`config.mk`:
```
export PLATFORM = sky130hd
export DESIGN_NAME = rgs_merge
export DESIGN_NICKNAME = d
export VERILOG_FILES = /design/src/sv/rgs_pkg.sv /design/src/sv/rgs_merge.sv
export SDC_FILE = /design/constraint.sdc
export NUM_CORES = 1
export LEC_CHECK = 0
export ABC_CLOCK_PERIOD_IN_PS = 1400
export BUFFER_PORTS_ARGS = -buffer_cell sky130_fd_sc_hd__buf_4
export CELL_PAD_IN_SITES_DETAIL_PLACEMENT = 1
export CELL_PAD_IN_SITES_GLOBAL_PLACEMENT = 1
export CORE_MARGIN = 1.5
export CORE_UTILIZATION = 16
export DETAILED_ROUTE_END_ITERATION = 10
export GPL_TIMING_DRIVEN = 0
export PLACE_DENSITY = 0.84
export SYNTH_ARGS = -nofsm -noshare
export SYNTH_HDL_FRONTEND = slang
export SYNTH_SLANG_ARGS = --single-unit
```
`constraint.sdc`:
```
create_clock -name vclk -period 1.4
set_input_delay 0.35 -clock vclk [all_inputs]
set_output_delay 0.35 -clock vclk [all_outputs]
set_load 0.005 [all_outputs]
```
`src/sv/rgs_pkg.sv`:
```
// ----------------------------------------------------------------------------
// rgs_pkg : shared types and constants for the Roberts gradient sharpener
// Register indexes, band modes, pixel type, per-lane helpers.
// ----------------------------------------------------------------------------
package rgs_pkg;

  localparam int MaxColsDef = 1024;
  localparam int MaxRowsDef = 4095;
  localparam int NumBands   = 3;

  localparam logic [1:0] REG_COLS  = 2'd0;
  localparam logic [1:0] REG_ROWS  = 2'd1;
  localparam logic [1:0] REG_MODE  = 2'd2;
  localparam logic [1:0] REG_SPARE = 2'd3;   // no register behind it

  localparam logic [1:0] MODE_GRAY  = 2'd0;
  localparam logic [1:0] MODE_COLOR = 2'd1;
  localparam logic [1:0] MODE_PASS  = 2'd2;
  localparam logic [1:0] MODE_SPARE = 2'd3;  // behaves as pass

  localparam logic [7:0] PIX_MAX = 8'd255;

  typedef logic [23:0] pix_t;

  // one pending emission: kind of processing and position
  typedef struct packed {
    logic        sharp;   // apply sharpening
    logic [11:0] row;
    logic [9:0]  col;
  } emit_t;

  function automatic logic [7:0] absdiff8(input logic [7:0] a, input logic [7:0] b);
    absdiff8 = (a > b) ? a - b : b - a;
  endfunction

  function automatic logic [7:0] sat_add8(input logic [7:0] p, input logic [8:0] g);
    logic [9:0] s;
    s = {2'b0, p} + {1'b0, g};
    sat_add8 = (s > 10'd255) ? PIX_MAX : s[7:0];
  endfunction

endpackage

```
`src/sv/rgs_merge.sv`:
```
// ----------------------------------------------------------------------------
// rgs_merge : combines lane results into one output pixel
// Chooses sharpened or pass value per mode and masks bands in gray mode.
// ----------------------------------------------------------------------------
module rgs_merge
  import rgs_pkg::*;
(
  input  logic [1:0] mode,
  input  emit_t      em,
  input  pix_t       pass_px,
  input  pix_t       lane_px,
  output pix_t       px
);

  always_comb begin
    if (em.sharp && (mode == MODE_GRAY || mode == MODE_COLOR)) px = lane_px;
    else px = pass_px;
    if (mode == MODE_GRAY) px = {16'd0, px[7:0]};
  end

endmodule
```
# Yosys cells after proc, flatten, opt, wreduce, memory -nomap -nowiden
# Cells that the tools add are included.
dict set report op_classes {
  n_eq_ne 1
  muxes 2
  n_reduce_logical 3
}
# op count
set op_table {}
lappend op_table {{$mux 24} 2}
lappend op_table {{$eq 2x1->1 const B} 1}
lappend op_table {{$logic_not 2->1} 1}
lappend op_table {{$logic_and 1x1->1} 1}
lappend op_table {{$logic_or 1x1->1} 1}
dict set report totals {
  output_inout_bits 24
  regBits 0
  in_bits 73
}

# Logic depth before layout (Yosys ltp)
dict set report depth {
  depth_word 5
  ltp_mapped 3
}

# Worst setup path after synthesis
# Ideal clock, no wire load.
dict set report synth_path {
  path_type {input to output}
  startpoint {input mode[1]}
  endpoint {output px[0]}
  path_buffers 1
  setup_slack_ns 0.131
  path_stages 3
  t_arrival_ns 0.919
  path_cell_list {nand2b_1 -> buf_6 -> mux2_4}
}
dict set report synth_between {
  elab_chain_cells 5
}
# item line_no
set synth_lines {}
lappend synth_lines {{start: declaration} rgs_merge.sv:8} ;# input logic [1:0] mode,
lappend synth_lines {{$eq 2x1->1 or $logic_not 2->1 (tied branches)} rgs_merge.sv:16} ;# if (em.sharp && (mode == MODE_GRAY || mode == MODE_COLOR)) px = lane_px;
lappend synth_lines {{$logic_or 1x1->1 (*)} rgs_merge.sv:16}
lappend synth_lines {{$logic_and 1x1->1 (*)} rgs_merge.sv:16}
lappend synth_lines {{$mux 24 (*)} rgs_merge.sv:16}
lappend synth_lines {{$mux 24 (*)} rgs_merge.sv:18} ;# if (mode == MODE_GRAY) px = {16'd0, px[7:0]};
lappend synth_lines {{end: declaration} rgs_merge.sv:12} ;# output pix_t px
# Every way passes the cells marked *; elsewhere a longest branch is shown, timed or not.

# Worst setup path in the final report
dict set report layout_path {
  startpoint {input mode[1]}
  endpoint {output px[7]}
}
# Same word-level chain as after synthesis.

==> flow_results.org <==
** Detailed routing
- Mean number of vias per cell :: 4.63
- The first detailed-routing pass ran for 4 iterations.
- 1st-iter DRT viols :: 11
- In the routed design, unresolved DRC markers number 0.
- In this run the remaining antenna-violating nets after routing total 0.
- For this block, the via count after detailed routing is 940.
- Total length of routed wires :: 2690 um
- Average wire length per cell after detail routing :: 13.2 um

** Global routing
- Overflow left after global routing :: 0
- The first global-routing pass estimated 4020 um of wire.
- GRT Total Usage :: 0.120
- The via count of the first global-routing pass is 916.
- Antenna violations before repair :: 0
- Entering global routing, the biggest net connects 11 pins.

** Placement
- Post-detailed-placement half-perimeter wirelength :: 2120 um
- Global placement routability congestion :: 0.691
- Buffers placed on the I/O ports in this run total 75.
- Once placement completed, the tool counted placed cells totaling 204.
- Post-detailed-placement cell area :: 0.00120 mm^2
- Post-Place Worst Slack :: -0.198 ns

** Pwr
- IR analysis of the VDD net gives a maximum drop of 0.0815 mV.
- Total power per unit cell area :: 308 mW/mm^2
- Leakage power summed over all cells :: 0.000643 uW

** Cells and area
- In the final layout, the share of cells above drive strength 1 is 0.592.
- Once layout is complete, the cells apart from fillers number 203.
- After routing the design area is 0.00126 mm^2.
- The repair_antennas step left the layout with diodes totalling 0.
- Register area :: 0 um^2
- The top cell types in the final layout, fill and taps aside, are sky130_fd_sc_hd__buf_4 (68), sky130_fd_sc_hd__nand4b_1 (16), sky130_fd_sc_hd__nand2_1 (16), sky130_fd_sc_hd__nand3b_1 (16), sky130_fd_sc_hd__nand3_1 (16).
- Relative to the synthesized area, the layout overhead comes to 118%.
- The filler cells instantiated in the layout total 420.
- The layout has 0 clock buffers.
- The design has 0 sequential cells.
- The library cell used most frequently in the layout, excluding fill and tap cells, is sky130_fd_sc_hd__buf_4.
- Final #Nets :: 232

** Worst hold path
- Hold Path Origin :: lane_px[1]
- For hold timing, the worst endpoint is px[1].
- Class of the tightest hold or removal check :: input pin to output pin
- Hold Path Cell Cnt :: 3

** Worst setup path
- Worst EP arrival :: 1.10 ns
- At the worst endpoint, the required time is 1.05 ns.
- Category of the worst setup path launch point :: input pin
- Max Fanout on Critical Path :: 8
- STA classifies the critical path endpoint as an output pin.
- Worst setup path class :: input pin to output pin

** STA
- Endpoints failing setup :: 8
- Worst-margin pin slew :: 0.201 ns
- The number of failing hold endpoints at the final stage is 0.
- Final min period :: 1.45 ns
- Relative max-transition margin :: 0.866
- Max-slew violation count :: 0
- Derived from the worst setup path, the maximum achievable clock frequency is 0.692 GHz.
- Final critical-path setup slack :: -0.0457 ns
- Fraction of the cycle the final worst path needs :: 1.03
- Setup repair after global routing could not meet its margin everywhere.

** Yosys
- The Yosys step of the flow raised 0 warnings.
- Cell types with the largest area share after synthesis :: sky130_fd_sc_hd__nand4b_1 (24%), sky130_fd_sc_hd__mux2_4 (21%), sky130_fd_sc_hd__nand3b_1 (21%)
- Mapped cell area :: 577 um^2
- Synth area leader :: sky130_fd_sc_hd__nand4b_1
- For this run, the register share of the synthesized area comes to 0.
- Synthesis instantiated 9 different standard cells from the library.
- A synthesized cell averages 6.95 um^2.
- Synthesis produced a netlist with a net count of 156.
- Synthesis produced 83 cells.
- Share of Yosys cell area claimed by the top area cell type :: 0.243

** Job
- Max-cap violations :: 0

** Outcome
- The flow ran to the end, but the final reports show violations.
- Violated checks :: negative setup slack

** Clock tree
- Buffers added to address setup during post-CTS repair amount to 0.
- CTS Hold Buffers Added :: 0

** Floorplan
- The region available for standard cell placement spans 0.00339 mm^2.
- Row generation in the floorplan step produced 21 rows.
- Width of the die :: 63.0 um
- Die Y-Extent :: 63.0 um
- The floorplan step defined a die boundary enclosing 0.00397 mm^2.
- In this run the count of I/O pins placed on the die edge is 97.
- For this configuration, the core starts out at a cell density of 0.170.
metal layers:
metal,vias up,global-route usage,wire (um)
li1,460,-,-
met4,0,0,0
met5,-,0,0
met2,53,0.242,1360
met1,427,0.138,1080
met3,0,0.0198,246
layout make-up:
class / instances / area [um^2] / area share
plain buffers: 9 / 66.3 / 0.0527
multi-input cells: 73 / 534 / 0.424
well taps: 46 / 57.6 / 0.0457
repair buffers: 75 / 601 / 0.477
critical path, cell delays in order:
cell and delay, ns:
sky130_fd_sc_hd__buf_8 0.10, sky130_fd_sc_hd__nand2b_4 0.20, sky130_fd_sc_hd__mux2_4 0.33, sky130_fd_sc_hd__buf_6 0.12
cells in the mapped netlist:
library cell and n:
sky130_fd_sc_hd__buf_2 4, sky130_fd_sc_hd__buf_6 1, sky130_fd_sc_hd__clkbuf_1 5, sky130_fd_sc_hd__mux2_4 8, sky130_fd_sc_hd__nand2_1 16, sky130_fd_sc_hd__nand2b_1 1, sky130_fd_sc_hd__nand3_1 16, sky130_fd_sc_hd__nand3b_1 16
sky130_fd_sc_hd__nand4b_1 16
per-stage QoR:
| step | hold WS, ns | power, uW | setup TNS [ns] | util |
|---|---|---|---|---|
| after floorplan | 0.814 | 138 | 0 | - |
| after global placement | 0.989 | 364 | -3.14 | 0.353 |
| after detailed placement | 0.994 | 370 | -3.32 | 0.353 |
| after CTS | 0.989 | 393 | -0.380 | 0.370 |
| after global routing | 0.993 | 418 | -0.610 | 0.371 |
| final | 0.988 | 388 | -0.326 | 0.371 |
power breakdown:
part | switching [uW] | internal [uW] | total, uW
sequential | 0 | 0 | 0
combinational | 136 | 252 | 388
clock | 0 | 0 | 0
kinds of logic after synthesis:
kind of cell | count (synthesis) | share of synthesized area
multiplexers | 8 | 0.208
buffers and inverters | 10 | 0.0868
AND/OR/NAND/NOR | 65 | 0.705
worst max-delay path by stage:
stage	to	startpoint	slack (ns)
after floorplan	px[0]	mode[1]	0.13
after global placement	px[12]	em[22]	-0.16
after detailed placement	px[19]	em[22]	-0.20
after CTS	px[7]	mode[1]	-0.05
after global routing	px[7]	mode[1]	-0.06
final	px[7]	mode[1]	-0.05
what timing repair did:
action	in CTS	in global routing
gates resized for setup	21	4
endpoints found under the setup margin	22	22
endpoints found under the hold margin	0	0
pin swaps	0	1
Note: power is estimated with default switching activity, not from simulation.
