## src/sv/rgs_pkg.sv

```systemverilog
// ----------------------------------------------------------------------------
// rgs_pkg : shared types and constants for the Roberts gradient sharpener
// Register indexes, band modes, pixel type, per-lane helpers.
// ----------------------------------------------------------------------------
package rgs_pkg;

  localparam int MaxColsDef = 1024;
  localparam int MaxRowsDef = 4095;
  localparam int NumBands   = 3;

  localparam logic [1:0] REG_COLS  = 2'd0;
  localparam logic [1:0] REG_ROWS  = 2'd1;
  localparam logic [1:0] REG_MODE  = 2'd2;
  localparam logic [1:0] REG_SPARE = 2'd3;   // no register behind it

  localparam logic [1:0] MODE_GRAY  = 2'd0;
  localparam logic [1:0] MODE_COLOR = 2'd1;
  localparam logic [1:0] MODE_PASS  = 2'd2;
  localparam logic [1:0] MODE_SPARE = 2'd3;  // behaves as pass

  localparam logic [7:0] PIX_MAX = 8'd255;

  typedef logic [23:0] pix_t;

  // one pending emission: kind of processing and position
  typedef struct packed {
    logic        sharp;   // apply sharpening
    logic [11:0] row;
    logic [9:0]  col;
  } emit_t;

  function automatic logic [7:0] absdiff8(input logic [7:0] a, input logic [7:0] b);
    absdiff8 = (a > b) ? a - b : b - a;
  endfunction

  function automatic logic [7:0] sat_add8(input logic [7:0] p, input logic [8:0] g);
    logic [9:0] s;
    s = {2'b0, p} + {1'b0, g};
    sat_add8 = (s > 10'd255) ? PIX_MAX : s[7:0];
  endfunction

endpackage

```

## src/sv/rgs_lane.sv

```systemverilog
// ----------------------------------------------------------------------------
// rgs_lane : one band of the sharpener
// Computes gradient sum of squares, then an iterative integer square root
// (one result bit per cycle) and saturating add; gray mode adds |t1-t2|.
// ----------------------------------------------------------------------------
module rgs_lane
  import rgs_pkg::*;
(
  input  logic       clk,
  input  logic       rst_n,
  input  logic       start,     // load operands
  input  logic [1:0] mode,
  input  logic [7:0] p,
  input  logic [7:0] right,
  input  logic [7:0] below,
  input  logic [7:0] br,
  output logic       done,
  output logic [7:0] res
);

  logic [16:0] rem_r, rem_nxt;   // remaining radicand
  logic [7:0]  root_r, root_nxt;
  logic [7:0]  p_r, p_nxt;
  logic [3:0]  step_r, step_nxt; // 8 = idle
  logic        gray_r, gray_nxt;
  logic [7:0]  gray_g_r, gray_g_nxt;
  logic [7:0]  d1, d2, t1, t2;
  logic [15:0] sq1, sq2;
  logic [16:0] trial;
  logic [2:0]  bitpos;
  logic [7:0]  root_fin;

  always_comb begin
    d1  = absdiff8(p, br);
    d2  = absdiff8(below, right);
    t1  = absdiff8(p, below);
    t2  = absdiff8(p, right);
    sq1 = d1 * d1;
    sq2 = d2 * d2;
    rem_nxt    = rem_r;
    root_nxt   = root_r;
    p_nxt      = p_r;
    step_nxt   = step_r;
    gray_nxt   = gray_r;
    gray_g_nxt = gray_g_r;
    bitpos = 3'd7 - step_r[2:0];
    // trial = (2*root + 2^bit) << bit, restoring digit step
    trial = ({9'd0, root_r} << ({1'b0, bitpos} + 4'd1)) | (17'd1 << {bitpos, 1'b0});
    if (start) begin
      rem_nxt    = {1'b0, sq1} + {1'b0, sq2};
      root_nxt   = '0;
      p_nxt      = p;
      step_nxt   = 4'd0;
      gray_nxt   = (mode == MODE_GRAY);
      gray_g_nxt = absdiff8(t1, t2);
    end else if (!step_r[3]) begin
      if (rem_r >= trial) begin
        rem_nxt  = rem_r - trial;
        root_nxt = root_r | (8'd1 << bitpos);
      end
      step_nxt = step_r + 4'd1;
    end
  end

  always_ff @(posedge clk) begin
    if (!rst_n) begin
      step_r <= 4'd8;
    end else begin
      step_r <= step_nxt;
    end
    rem_r    <= rem_nxt;
    root_r   <= root_nxt;
    p_r      <= p_nxt;
    gray_r   <= gray_nxt;
    gray_g_r <= gray_g_nxt;
  end

  assign done = (step_r == 4'd7) || (gray_r && step_r == 4'd0);
  // final digit folded in combinationally at step 7
  assign root_fin = (rem_r >= trial) ? (root_r | 8'd1) : root_r;
  assign res = gray_r ? sat_add8(p_r, {1'b0, gray_g_r})
                      : sat_add8(p_r, {1'b0, root_fin});

endmodule

```

## config.mk

```make
export PLATFORM = sky130hd
export DESIGN_NAME = rgs_lane
export DESIGN_NICKNAME = d
export VERILOG_FILES = /design/src/sv/rgs_pkg.sv /design/src/sv/rgs_lane.sv
export SDC_FILE = /design/constraint.sdc
export NUM_CORES = 1
export LEC_CHECK = 0
export BUFFER_PORTS_ARGS = -buffer_cell sky130_fd_sc_hd__buf_4
export CORE_MARGIN = 2
export CORE_UTILIZATION = 40
export DETAILED_ROUTE_END_ITERATION = 8
export PLACE_DENSITY = 0.58
export SYNTH_ARGS = -nofsm -noshare
export SYNTH_HDL_FRONTEND = slang
export SYNTH_SLANG_ARGS = --single-unit
```

## constraint.sdc

```tcl
create_clock -name clk -period 7.15 [get_ports clk]
set_clock_uncertainty 0.2 [all_clocks]
set_input_delay 0.3575 -clock clk [delete_from_list [all_inputs] [get_ports clk]]
set_output_delay 0.3575 -clock clk [all_outputs]
set_load 0.03 [all_outputs]
```

Word level (Yosys, flattened, before mapping). Cells that the tools add are included.

Output and inout bits: 9. Input bits: 37. Flip-flop bits (word level): 46.

Multiply operators: 2. Mux-type cells: 14. Add/sub/neg operators: 17. Reductions and logical operators: 8. Shifts and indexed selects: 3. Bitwise gates (word level): 4. Equality and inequality tests: 2. $lt $le $gt $ge: 8.

Operator list (number): $sub A8 B8 Y8 (10); $mux W8 (8); $mux W17 (3); $gt A8 B8 Y1 (5); $mul A8 B8 Y16 (2); $add A8 B8 Y9 (2); $gt A9 B8 Y1 const B (2); $add A16 B16 Y17 (1); $ge A17 B17 Y1 (1); $or A17 B17 Y17 (1); $shl A1 B4 Y17 const A (1); $shl A8 B4 Y17 (1); $sub A17 B17 Y17 (1); $mux W4 (2); $or A8 B8 Y8 (1); $shl A1 B3 Y8 const A (1); $add A3 B1 Y4 const B (1); $add A4 B1 Y4 const B (1); $eq A4 B3 Y1 const B (1); $logic_not A4 Y1 (1); $reduce_and A2 Y1 (2); $sub A3 B3 Y3 const A (1); $logic_not A2 Y1 (1); $ne A2 B2 Y1 const B (1); other kinds (6) (7).

Logic depth before layout (Yosys ltp).
Word-level depth: 10. Mapped depth: 33. Gate-level depth less buffers: 32.

Least setup slack after synthesis. OpenSTA, ideal clock, no wires.

Path type: input port to flip-flop. Start: input p[0]. End: register rem_r[15] (data pin). Setup time: 0.268 ns. Data arrival time: 7.337 ns. Path slack: -0.655 ns. Data required time: 6.682 ns. Cell stages on the path: 31. Path through: inv_1 > ha_1 > inv_1 > fa_1 > a21o_1 > a21oi_1 > o22ai_1 > o22ai_1 > buf_6 > mux2_4 > a211oi_4 > xnor2_1 > nand2_1 > fa_1 > fa_1 > inv_1 > fa_1 > fa_1 > fa_1 > inv_1 > fa_1 > inv_1 > ha_1 > inv_1 > o31ai_1 > nor2_1 > o31ai_1 > o41ai_1 > xnor2_1 > nand2_1 > o21ai_0.

Word-level cells in the longest chain between the ends: 5. Elaborated cells on any way between the ends: 7. Those cells by class: 3 x add/sub; 1 x mul; 1 x order compare; 2 x mux.

RTL lines: from (decl) (RTL line rgs_lane.sv:13) `input logic [7:0] p,`; $sub A8 B8 Y8 or $gt A8 B8 Y1 (tied branches) (RTL line rgs_pkg.sv:33) `absdiff8 = (a > b) ? a - b : b - a;`; $mux W8 (*) (RTL line rgs_pkg.sv:33); $mul A8 B8 Y16 (*) (RTL line rgs_lane.sv:38) `sq1 = d1 * d1;`; $add A16 B16 Y17 (*) (RTL line rgs_lane.sv:50) `rem_nxt = {1'b0, sq1} + {1'b0, sq2};`; $mux W17 (*) (RTL line rgs_lane.sv:49) `if (start) begin`; via rem_nxt[15] (RTL line rgs_lane.sv:21) `logic [16:0] rem_r, rem_nxt;`; to (signal assigned) (RTL line rgs_lane.sv:71) `rem_r <= rem_nxt;`; to (decl) (RTL line rgs_lane.sv:21).

Mark *: on every way through the listed nets, which the timed path passes. The rest lies on a longest branch. A chain may end at the register's enable or synchronous reset.

Worst setup path after layout.
Start: input below[0]. End: register rem_r[12] (data pin).

Word-level cells in the longest chain between the ends: 5. Elaborated cells on any way between the ends: 7. Those cells by class: 3 x add/sub; 1 x mul; 1 x order compare; 2 x mux.

RTL lines: from (decl) (RTL line rgs_lane.sv:15) `input logic [7:0] below,`; $sub A8 B8 Y8 or $gt A8 B8 Y1 (tied branches) (RTL line rgs_pkg.sv:33); $mux W8 (*) (RTL line rgs_pkg.sv:33); $mul A8 B8 Y16 (*) (RTL line rgs_lane.sv:39) `sq2 = d2 * d2;`; $add A16 B16 Y17 (*) (RTL line rgs_lane.sv:50); $mux W17 (*) (RTL line rgs_lane.sv:49); via rem_nxt[12] (RTL line rgs_lane.sv:21).

Marks and branches as above.

==> metrics.txt <==
status finished with violations; failing checks negative setup slack; die height 163 µm; vias 8312; TritonCTS clock tree built; WP data arrival 7.24 ns; most frequent cells in the layout buf_4 (222), inv_1 (190), ha_1 (163); CP Buf/Inv Count 7; vias in the first global route 8541; first-pass GRT wire length 41.1 mm; Core Region about 25000 µm²; IO Count 46; Global Route Usage Sum 0.191; GRT overflow 0; WS Path Type input port to flip-flop; slowest cell delay on critical path around 0.55 ns; hold endpoint step_r[3]$_SDFF_PN1_; fmax between 0.1 and 0.15 GHz; predominant post-synthesis flop cell edfxtp_1; Syn-to-layout area delta 25.3%; Yosys reg bits between 40 and 50; H-tree levels 2; Final nets between 1500 and 2000; worst hold path class input port to flip-flop; # fillers 2395; Startpoint Class input port; RSZ-0062 raised after global routing yes; Syn Nets 1449; share of cells above drive strength 1 0.238; Worst EP required 6.97 ns; EDFF count, synth 34; commonest non-fill, non-tap cell in the layout buf_4; FF-to-FF Start step_r[1]$_SDFFE_PP0N_; Tmin final ~7.4 ns; critical path depth 30; GP Congestion 0.900; post-synthesis sequential area ratio 0.125; Syn. warnings 0; WHS Path Cells 2; vias per cell 4.92; crit path launch below[0]; largest net degree at the start of global routing 70; row cnt just under 60; Netlist Area Pre-Place between 10000 and 15000 µm²; GR peak layer met2; delay-heaviest family, CP adder cells; Hold Crit Start rst_n; diodes inserted 0; Max Slew Vio Count 0; Die X 163 µm; Syn Inst Count 1153; drt first pass iters 4; CTS max path bufs 2; multi-input logic area 8270 µm²; drt wl/cell around 15 µm; distinct cell type count after synthesis 64; antenna-violating nets left 0; slew at the pin closest to its max-slew limit 0.698 ns; Syn Area/Cell 8.72 µm²; met1 Usage GRT 0.252; final setup margin -0.268 ns; CTS root buf clkbuf_16; Final Hold Fails 0; initial antenna violation count 0; FF+latch area approximately 1300 µm²; Starting DRT DRC Count roughly 340; setup violators final 7; most frequent CP cell fa_1; Critical-path top delay cell fa_1; RR Endpoint rem_r[7]$_DFFE_PP_; die area 26400 µm²; clock buffer count from CTS 5; met3 Use GR 0.00840; final core utilization 0.505; IO Port Bufs 45; drt total wl 24.5 mm; Async SR Flop Fraction 0; Slew Limit Headroom 0.531; Worst Path Max Fanout 5; Final period util 1.04; Starting Density 0.403; Clock transition at path regs 0.07 ns; drt drc 0; hpwl dp 21.2 mm; max cap viols 0; number of clock sinks 46; r2r setup slk approximately 2.6 ns; met2 GRT Util 0.344; R2R depth 17; CP Capture Type flip-flop; worst skew pair latency 0.29 ns
==> layout make-up <==
class / count / share of cell area
Timing Repair Buffer: 225 / 0.136
Clock inverter: 3 / 0.00348
Sequential cell: 46 / 0.100
Clock buffer: 5 / 0.00993
Tap cell: 330 / 0.0328
Inverter: 203 / 0.0620
Multi-Input combinational cell: 878 / 0.656
==> kinds of logic after synthesis <==
group,Yosys count,share of synthesized area
AOI/OAI and AO/OA,240,0.153
muxes,55,0.0606
adders and majority gates,259,0.389
xor gates and xnor gates,71,0.0648
and+or+nand+nor,253,0.118
DFF,46,0.125
buffers and inverters,229,0.0889
==> synth_stat cells, types with 23 or more instances <==
| cell | count | area share |
|---|---|---|
| inv_1 | 203 | 0.076 |
| ha_1 | 170 | 0.21 |
| fa_1 | 89 | 0.18 |
| nor2_1 | 89 | 0.033 |
| a21oi_1 | 63 | 0.031 |
| nand2_1 | 59 | 0.022 |
| o21ai_0 | 58 | 0.029 |
| xnor2_1 | 42 | 0.037 |
| mux2i_1 | 38 | 0.038 |
| edfxtp_1 | 34 | 0.10 |
| xor2_1 | 25 | 0.022 |
| a21o_1 | 24 | 0.018 |
| nand3_1 | 23 | 0.011 |
==> routing by layer <==
metal / routed length (µm) / part of all wire
met1: 11700 / 0.48
met3: 338 / 0.014
met2: 11900 / 0.49
met4: 596 / 0.024
met5: 0 / 0
==> through the flow <==
step | setup TNS [ns] | instance area (µm²) | setup WS [ns] | hold WS, ns | std cells
6_report | -1.60 | 12600 | -0.268 | 0.0590 | 1690
5_1_grt | -4.11 | 12600 | -0.554 | 0.0595 | 1690
4_1_cts | -1.34 | 12400 | -0.263 | 0.0595 | 1684
3_5_place_dp | -5.01 | 12000 | -0.699 | 0.310 | 1658
3_3_place_gp | -3.92 | 12000 | -0.541 | 0.307 | 1658
2_1_floorplan | -1.36 | 10200 | -0.304 | 0.234 | 1153
==> flip-flops by register name, indices dropped and copies added, names as in the netlist <==
register / cells
rem_r: 17
gray_g_r: 8
p_r: 8
root_r: 8
step_r: 4
gray_r: 1
==> worst max path at each step <==
stage                                     end  slack (ns)
after global routing      rem_r[14]$_DFFE_PP_       -0.55
after global placement    rem_r[15]$_DFFE_PP_       -0.54
after detailed placement  rem_r[16]$_DFFE_PP_       -0.70
final                     rem_r[12]$_DFFE_PP_       -0.27
after CTS                 rem_r[15]$_DFFE_PP_       -0.26
after floorplan           rem_r[15]$_DFFE_PP_       -0.30
==> timing repair <==
item,CTS,global route
pin swaps,27,23
setup endpoints to repair,9,18
gates resized for setup,15,30
hold buffers,0,0
buffers inserted,18,7
Power is left out: the tool's default activity adds up to more than one toggle a clock period on the data nets, which glitch-free logic cannot reach.
